$ cat src/sv/blp_pkg.sv
package blp_pkg;

  typedef enum logic [1:0] {
    ST_IDLE,
    ST_SETUP,
    ST_RUN
  } state_e;

  localparam logic REG_MAX_POINTS = 1'b0;
  localparam logic [6:0] MAX_POINTS_RST = 7'd64;

  typedef struct packed {
    logic [7:0] start_x;
    logic [7:0] start_y;
    logic [7:0] end_x;
    logic [7:0] end_y;
  } in_item_t;

  typedef struct packed {
    logic [7:0] point_x;
    logic [7:0] point_y;
    logic [5:0] point_index;
    logic       last_point;
  } result_t;

  typedef struct packed {
    logic capture;
    logic setup;
    logic emit;
    logic busy;
  } ctrl_t;

endpackage

$ cat src/sv/bresenham_line_path.sv
// After start is taken the item is captured, a setup state follows, and then
// the run emits one point per cycle. An item of N points holds busy through setup
// and run, sharing one error adder; N <= max_points, clamped to 1..MAX_PATH.
// Results are strobed for one cycle each; the receiver cannot stall.
// Reset (async, active low) returns to idle and sets max_points to 64.
module bresenham_line_path #(
  parameter int COORD_BITS = 8,
  parameter int MAX_PATH   = 64
) (
  input  logic              clk_i,
  input  logic              rst_ni,
  input  logic              start,
  output logic              busy,
  input  blp_pkg::in_item_t in_item_i,
  output logic              result_valid_o,
  output blp_pkg::result_t  result_o,
  input  logic              psel,
  input  logic              penable,
  input  logic              pwrite,
  input  logic [2:0]        paddr,
  input  logic [31:0]       pwdata,
  output logic [31:0]       prdata,
  output logic              pready
);
  import blp_pkg::*;

  localparam int CB    = COORD_BITS;
  localparam int DW    = COORD_BITS + 1;
  localparam int EW    = COORD_BITS + 4;
  localparam int CNT_W = $clog2(MAX_PATH + 1);

  ctrl_t ctrl;

  logic [6:0]       max_points_q;
  logic [CB-1:0]    sx_q, sy_q, ex_q, ey_q;
  logic [CB-1:0]    x_q, y_q;
  logic             negx_q, negy_q, col_q;
  logic [DW-1:0]    d2maj_q, d2min_q;
  logic [EW-1:0]    err_q;
  logic [CNT_W-1:0] idx_q;

  logic [CB:0]      dx, dy;
  logic [CB-1:0]    adx, ady;
  logic             col_c;
  logic [DW-1:0]    d2maj, d2min;
  logic [EW-1:0]    err_nx;
  logic             step;
  logic [CNT_W-1:0] limit;
  logic [CNT_W-1:0] idx_inc;
  logic             last;
  logic [CB-1:0]    x_step, y_step;

  // register port
  assign pready = 1'b1;
  always_comb begin
    prdata = '0;
    if (paddr[2] == REG_MAX_POINTS) prdata = 32'(max_points_q);
  end

  always_ff @(posedge clk_i or negedge rst_ni) begin
    if (!rst_ni) begin
      max_points_q <= MAX_POINTS_RST;
    end else if (psel && penable && pwrite && pready && paddr[2] == REG_MAX_POINTS) begin
      max_points_q <= pwdata[6:0];
    end
  end

  always_comb begin
    if (max_points_q == 7'd0) begin
      limit = CNT_W'(1);
    end else if (max_points_q > 7'(MAX_PATH)) begin
      limit = CNT_W'(MAX_PATH);
    end else begin
      limit = CNT_W'(max_points_q);
    end
  end

  // setup arithmetic
  assign dx    = {1'b0, ex_q} - {1'b0, sx_q};
  assign dy    = {1'b0, ey_q} - {1'b0, sy_q};
  assign adx   = dx[CB] ? CB'(-dx) : dx[CB-1:0];
  assign ady   = dy[CB] ? CB'(-dy) : dy[CB-1:0];
  assign col_c = adx > ady;

  assign d2maj = ctrl.setup ? (col_c ? {adx, 1'b0} : {ady, 1'b0}) : d2maj_q;
  assign d2min = ctrl.setup ? (col_c ? {ady, 1'b0} : {adx, 1'b0}) : d2min_q;

  blp_err_unit #(
    .DW(DW),
    .EW(EW)
  ) u_err (
    .setup_i (ctrl.setup),
    .err_i   (err_q),
    .d2maj_i (d2maj),
    .d2min_i (d2min),
    .err_o   (err_nx),
    .step_o  (step)
  );

  assign idx_inc = CNT_W'(idx_q + 1'b1);
  assign last    = (idx_inc == limit) || (col_q ? (x_q == ex_q) : (y_q == ey_q));
  assign x_step  = negx_q ? CB'(x_q - 1'b1) : CB'(x_q + 1'b1);
  assign y_step  = negy_q ? CB'(y_q - 1'b1) : CB'(y_q + 1'b1);

  blp_ctrl u_ctrl (
    .clk_i   (clk_i),
    .rst_ni  (rst_ni),
    .start_i (start),
    .last_i  (last),
    .ctrl_o  (ctrl)
  );

  always_ff @(posedge clk_i) begin
    if (ctrl.capture) begin
      sx_q <= CB'(in_item_i.start_x);
      sy_q <= CB'(in_item_i.start_y);
      ex_q <= CB'(in_item_i.end_x);
      ey_q <= CB'(in_item_i.end_y);
    end
    if (ctrl.setup) begin
      x_q     <= sx_q;
      y_q     <= sy_q;
      negx_q  <= dx[CB];
      negy_q  <= dy[CB];
      col_q   <= col_c;
      d2maj_q <= d2maj;
      d2min_q <= d2min;
      err_q   <= err_nx;
      idx_q   <= '0;
    end
    if (ctrl.emit) begin
      err_q <= err_nx;
      idx_q <= idx_inc;
      if (col_q) begin
        x_q <= x_step;
        if (step) y_q <= y_step;
      end else begin
        y_q <= y_step;
        if (step) x_q <= x_step;
      end
    end
  end

  assign busy                 = ctrl.busy;
  assign result_valid_o       = ctrl.emit;
  assign result_o.point_x     = 8'(x_q);
  assign result_o.point_y     = 8'(y_q);
  assign result_o.point_index = 6'(idx_q);
  assign result_o.last_point  = last;

endmodule

$ cat src/sv/blp_err_unit.sv
module blp_err_unit #(
  parameter int DW = 9,
  parameter int EW = 12
) (
  input  logic          setup_i,
  input  logic [EW-1:0] err_i,
  input  logic [DW-1:0] d2maj_i,
  input  logic [DW-1:0] d2min_i,
  output logic [EW-1:0] err_o,
  output logic          step_o
);
  logic [EW-1:0] base;
  logic [EW-1:0] sub;
  logic [EW-1:0] maj_ext;
  logic [EW-1:0] min_ext;

  // setup: d2min + d2min - d2maj gives the initial error
  assign maj_ext = EW'(d2maj_i);
  assign min_ext = EW'(d2min_i);
  assign step_o  = ~err_i[EW-1];
  assign base    = setup_i ? min_ext : err_i;
  assign sub     = (setup_i || step_o) ? maj_ext : '0;
  assign err_o   = base + min_ext - sub;

endmodule

$ cat src/sv/blp_ctrl.sv
module blp_ctrl (
  input  logic          clk_i,
  input  logic          rst_ni,
  input  logic          start_i,
  input  logic          last_i,
  output blp_pkg::ctrl_t ctrl_o
);
  import blp_pkg::*;

  state_e state_q;
  state_e state_d;

  always_ff @(posedge clk_i or negedge rst_ni) begin
    if (!rst_ni) begin
      state_q <= ST_IDLE;
    end else begin
      state_q <= state_d;
    end
  end

  always_comb begin
    state_d = state_q;
    case (state_q)
      ST_IDLE: begin
        if (start_i) state_d = ST_SETUP;
      end
      ST_SETUP: begin
        state_d = ST_RUN;
      end
      ST_RUN: begin
        if (last_i) state_d = ST_IDLE;
      end
      default: begin
        state_d = ST_IDLE;
      end
    endcase
  end

  always_comb begin
    ctrl_o = '0;
    case (state_q)
      ST_IDLE: begin
        ctrl_o.capture = start_i;
      end
      ST_SETUP: begin
        ctrl_o.setup = 1'b1;
        ctrl_o.busy  = 1'b1;
      end
      ST_RUN: begin
        ctrl_o.emit = 1'b1;
        ctrl_o.busy = 1'b1;
      end
      default: begin
        ctrl_o = '0;
      end
    endcase
  end

endmodule

$ cat config.mk
export PLATFORM = sky130hd
export DESIGN_NAME = bresenham_line_path
export DESIGN_NICKNAME = d
export VERILOG_FILES = /design/src/sv/blp_pkg.sv /design/src/sv/bresenham_line_path.sv /design/src/sv/blp_err_unit.sv /design/src/sv/blp_ctrl.sv
export SDC_FILE = /design/constraint.sdc
export NUM_CORES = 1
export LEC_CHECK = 0
export BUFFER_PORTS_ARGS = -buffer_cell sky130_fd_sc_hd__buf_2
export CORE_UTILIZATION = 55
export DETAILED_ROUTE_END_ITERATION = 8
export GPL_TIMING_DRIVEN = 1
export PLACE_DENSITY = 0.77
export SLEW_MARGIN = 5
export SYNTH_ARGS = -nofsm -noshare
export SYNTH_HDL_FRONTEND = slang
export SYNTH_SLANG_ARGS = --single-unit
$ cat constraint.sdc
create_clock -name clk_i -period 7.1 [get_ports clk_i]
set_input_delay 1.42 -clock clk_i [delete_from_list [all_inputs] [get_ports clk_i]]
set_output_delay 1.42 -clock clk_i [all_outputs]
set_load 0.02 [all_outputs]
Yosys cells after proc, flatten, opt, wreduce, memory -nomap -nowiden
Cells that the tools add are included.

Bitwise logic cells: 2. Order comparisons: 2. Muxes and demuxes: 33. Reductions and logical operators: 10. Add/subtract/negate cells: 11. Equality and inequality tests: 7.

Operators by type and width (count): 2-to-1 mux 8 bit (12); 2-to-1 mux 9 bit (5); 2-to-1 mux 12 bit (3); 2-to-1 mux 7 bit (5); subtractor 8 x 8 -> 9 bit (2); adder 8 x 1 -> 8 bit, second input constant (2); equality test 8 bit (2); negation 8 bit (2); subtractor 8 x 1 -> 8 bit, second input constant (2); adder 12 x 9 -> 12 bit (1); subtractor 12 bit (1); greater-than comparator 8 bit (1); adder 7 x 1 -> 7 bit, second input constant (1); equality test 7 bit (1); greater-than comparator 7 bit, second input constant (1); zero test 7 bit (1); one-hot mux 2 bit (3 select lines) (1); 2-to-1 mux 1 bit (5); 2-to-1 mux 2 bit (2); != test 2 bit, second input constant (2); logical AND 1 bit (3); equality test 2 x 1 -> 1 bit, second input constant (1); equality test 2 bit, second input constant (1); zero test 2 bit (1); other kinds (5) (7).

Output and inout bits: 58. Flip-flop bits (word level): 97.

Longest topological paths before layout
Word-level depth: 11. Gate-level depth with buffers: 31.

By module
From an unflattened synthesis, not the netlist that was laid out.

Cell total of the unflattened synthesis: 692. Area total of the unflattened synthesis: 7118.1 µm².

Modules (own cells, without submodules): bresenham_line_path (cells each 558, area each 5995.8 µm², instances 1); blp_err_unit (cells each 119, area each 957.2 µm², instances 1); blp_ctrl (cells each 15, area each 165.2 µm², instances 1).

Worst setup path before layout
OpenSTA, ideal clock, no wires.

Kind: reg2reg. Start point: register sy_q[0]. End point: register err_q[10], data pin. Required time: 6.835 ns. Period minus slack after synthesis: 6.486 ns. Cell stages (with the launch flop): 31. Data arrival time: 6.222 ns. Buffers on the path: 0. Setup time: 0.265 ns. Slack: 0.614 ns. Cells stage by stage: edfxtp_1 ha_1 fa_1 nand2b_1 a21oi_1 o21ai_0 a21oi_1 inv_1 o21ai_0 xor2_1 ha_1 a21o_1 a21oi_1 o21ai_0 o21ai_0 nand2_1 a22o_2 a21boi_0 o2bb2ai_1 fa_1 inv_1 fa_1 nor2b_1 o21ai_0 a21boi_0 o21ai_0 a21boi_0 o21ai_0 a21boi_0 or4_1 nand3_1.

RTL lines: from (decl) (line bresenham_line_path.sv:35) `logic [CB-1:0] sx_q, sy_q, ex_q, ey_q;`; from (signal assigned) (line bresenham_line_path.sv:116) `sy_q <= CB'(in_item_i.start_y);`; subtractor 8 x 8 -> 9 bit (*) (line bresenham_line_path.sv:80) `assign dy = {1'b0, ey_q} - {1'b0, sy_q};`; named net dy[8] (line bresenham_line_path.sv:42) `logic [CB:0] dx, dy;`; 2-to-1 mux 8 bit (*) (line bresenham_line_path.sv:82) `assign ady = dy[CB] ? CB'(-dy) : dy[CB-1:0];`; greater-than comparator 8 bit (line bresenham_line_path.sv:83) `assign col_c = adx > ady;`; 2-to-1 mux 9 bit (*) (2 in a row) (line bresenham_line_path.sv:86) `assign d2min = ctrl.setup ? (col_c ? {ady, 1'b0} : {adx, 1'b0}) : d2min_q;`; named net d2min[1] (line bresenham_line_path.sv:45) `logic [DW-1:0] d2maj, d2min;`; 2-to-1 mux 12 bit (line blp_err_unit.sv:21) `assign base = setup_i ? min_ext : err_i;`; adder 12 x 9 -> 12 bit (*) (line blp_err_unit.sv:23) `assign err_o = base + min_ext - sub;`; subtractor 12 bit (*) (line blp_err_unit.sv:23); named net err_nx[10] (line bresenham_line_path.sv:46) `logic [EW-1:0] err_nx;`; 2-to-1 mux 12 bit (line bresenham_line_path.sv:120) `if (ctrl.setup) begin`; 2-to-1 mux 12 bit (*) (line bresenham_line_path.sv:131) `if (ctrl.emit) begin`; to (signal assigned) (line bresenham_line_path.sv:128) `err_q <= err_nx;`; to (signal assigned) (line bresenham_line_path.sv:132) `err_q <= err_nx;`; to (decl) (line bresenham_line_path.sv:39) `logic [EW-1:0] err_q;`.

Mark *: on every way through the listed nets, which the timed path passes. The rest lies on a longest branch. The select of a mux whose other input is x is not followed. A chain may end at the register's enable or synchronous reset.

Worst setup path in the final report
Start point: register sy_q[0]. End point: register err_q[11], data pin.

Longest elaborated chain between the ends: 11.

RTL lines (line): subtractor 8 x 8 -> 9 bit (*) (bresenham_line_path.sv:80); negation 8 bit (bresenham_line_path.sv:82); 2-to-1 mux 8 bit (*) (bresenham_line_path.sv:82); greater-than comparator 8 bit (bresenham_line_path.sv:83); 2-to-1 mux 9 bit (2 in a row) (bresenham_line_path.sv:86); 2-to-1 mux 12 bit (blp_err_unit.sv:21); adder 12 x 9 -> 12 bit (blp_err_unit.sv:23); subtractor 12 bit (*) (blp_err_unit.sv:23); named net err_nx[11] (bresenham_line_path.sv:46); 2-to-1 mux 12 bit (bresenham_line_path.sv:120); 2-to-1 mux 12 bit (*) (bresenham_line_path.sv:131).

Marked as above.

==> metrics <==
WL per Instance=15.8 um; DRT Pass-1 Iters=5; Synth Area in Compound Gates=15.2%; Seq/Total Area, Yosys=37.8%; largest net degree at the start of global routing=43; Top FF cell, synth=edfxtp_1; final setup vio count=0; share of synthesized registers carrying an async set or reset=9.28%; via count=5,591; Fmax=149 MHz; GR Overflow Total=0; slew margin rel.=42.4%; worst slew pin tran=864 ps; drt total wl=15.6 mm; die height=116 um; Clk pin slew, worst setup/hold paths=70 ps; CTS sink cnt=97; Post-Syn Instances=729; Synth cell types=80; Yosys top cell by area=edfxtp_1; multi-input logic area=4050 um^2; Reg area=2710 um^2; area share of the largest cell type after synthesis=30.1%; nets=949; maximum root-to-sink buffer count=2; Core Box Area=12,700 um^2; GRT Total Usage=24.5%; dpl cells=967; CTS buffer count=9; Mapped Area=7170 um^2; number of global-route vias before repair=5,505; count of flip-flops with a built-in enable after synthesis=72; starting density of the core=56.6%; Synth Area in XOR/XNOR=8.06%; Final Hold Viols=0; initial antenna violation count=0; final worst path period share=94.7%; CTS tree=done; root buffer cell=clkbuf_16; largest family of logic cells by synthesized area=compound AO/OA/AOI/OAI gates; synthesis-to-finish area growth=12.1%; Die X=116 um; DRC errors left=0; CP max-delay cell=fa_1; DR vias/cell=5.66; Post-Layout Cell Count=987; largest fanout on the critical path=7; Antenna Nets Post-Route=0; Period minus WS final=6730 ps; Largest stage delay, worst path=470 ps; # port buffers=77; layout cells sized above 1=18.7%; ANT cells=0; Worst-Skew Late Latency=360 ps; GPL Wtd Cong=0.849; Iter 0 DRT Violations=341; FP Rows=41; final max-slew violation count=0; Crit Path Class=reg -> reg; required time worst endpoint=7210 ps; syn avg cell area=9.84 um^2; adder-cell share of the synthesized area=12.9%; DP HPWL=11.6 mm; Final Skew=11.4 ps; Top-Level Pins=131; Synth area leaders=edfxtp_1, ha_1, dfxtp_1; Synth Warn #=0; filler instances=1,064; first-pass GRT wire length=25.7 mm; Worst EP arrival=6830 ps; type of origin of the critical path=flip-flop; die area=13,500 um^2; HP Class=reg -> reg; hold_buf cts=0; mux cell area share after synthesis=3.73%; outcome=complete, no violations; CP endpoint kind=flip-flop; H-Tree Depth=3; flops & latches, synth=97; Synth Area in Simple Gates=14.4%; max_cap viols=0
==> final cells by class <==
type	instances	share of cell area, %
timing repair buffer	92	6.19
inverter	71	3.31
multi-input combinational	539	50.3
clock inverter	7	0.995
tap	172	2.68
sequential	97	33.7
clock buffer	9	2.80
==> Yosys cell counts (13+ instances only) <==
cell and instances:
a21oi_1 41, buf_4 33, dfxtp_1 16, edfxtp_1 72, fa_1 13, ha_1 53
inv_1 69, mux2i_1 14, nand2_1 40, nand3_1 20, nor2_1 57, nor2b_1 20
nor3_1 17, o21ai_0 25, xnor2_1 36, xor2_1 25
==> placed cells by master, fill, tap and decap left out, types with 14 or more instances in the layout <==
master	count
a21oi_1	38
buf_2	77
buf_4	15
conb_1	26
dfxtp_1	16
edfxtp_1	72
ha_1	52
inv_1	69
mux2i_1	14
nand2_1	39
nand3_1	20
nor2_1	57
nor2b_1	20
nor3_1	15
o21ai_0	21
xnor2_1	36
xor2_1	24
==> flip-flops by register name, summed over array words and instances (netlist names) <==
signal	flops
negx_q	1
idx_q	7
d2min_q	9
negy_q	1
err_q	12
x_q	8
u_ctrl.state_q	2
y_q	8
sy_q	8
col_q	1
d2maj_q	9
ex_q	8
sx_q	8
max_points_q	7
ey_q	8
==> path summary, 6_finish.rpt <==
kind,start,to,slack (ps),cells after the start
max,sy_q[0],err_q[11],370,29
min in group asynchronous,rst_ni,max_points_q[1],890,1
min reg2reg,sx_q[0],x_q[0],550,2
min,sx_q[0],x_q[0],550,2
max reg2reg,sy_q[0],err_q[11],370,29
max in group asynchronous,rst_ni,max_points_q[6],5970,1
==> stage by stage <==
stage / TNS [ps] / instance area (um^2) / hold WS, ps / util (%) / worst slack [ps]
floorplan: 0 / 7260 / 498 / - / 614
global placement: 0 / 7650 / 518 / 60.4 / 171
detailed placement: -16.8 / 7650 / 541 / 60.4 / -16.8
CTS: 0 / 7980 / 553 / 63.0 / 38.4
global route: -184 / 8040 / 589 / 63.5 / -124
finish: 0 / 8040 / 550 / 63.5 / 373
==> layer usage <==
layer / track usage [%] / share of wire, % / up-vias
met5: 0 / 0 / -
met4: 9.74 / 1.9 / 0
met3: 3.53 / 4.8 / 24
met2: 43.1 / 51 / 178
met1: 30.3 / 43 / 2689
li1: - / - / 2700
==> cell families (layout without fill, tap and decap cells) <==
kind of cell	after synthesis	in the layout
AO/OA/AOI/OAI	155	155
XOR/XNOR	63	63
adder cells (fa/ha/maj)	66	66
buffers and inverters	117	179
flip-flops	97	97
multiplexers	25	25
other	2	26
AND/OR/NAND/NOR	204	204
==> worst max-delay path, delay by kind of cell (launching register included) <==
kind / cells / cell delay [ps]
adder cells (fa/ha/maj): 5 / 1740
flip-flops: 1 / 420
AND/OR/NAND/NOR: 6 / 860
AO/OA/AOI/OAI: 13 / 2460
multiplexers: 1 / 340
XOR/XNOR: 2 / 360
buffers and inverters: 2 / 260
==> timing repair <==
item	4_1_cts	5_1_grt
endpoints found under the setup margin	2	6
cloned	0	0
gates resized for setup	0	20
setup buffers	3	1
pin swaps	2	1
Power is not shown: default switching activity piles up to over one toggle a cycle in this logic, so the estimate is an artifact.
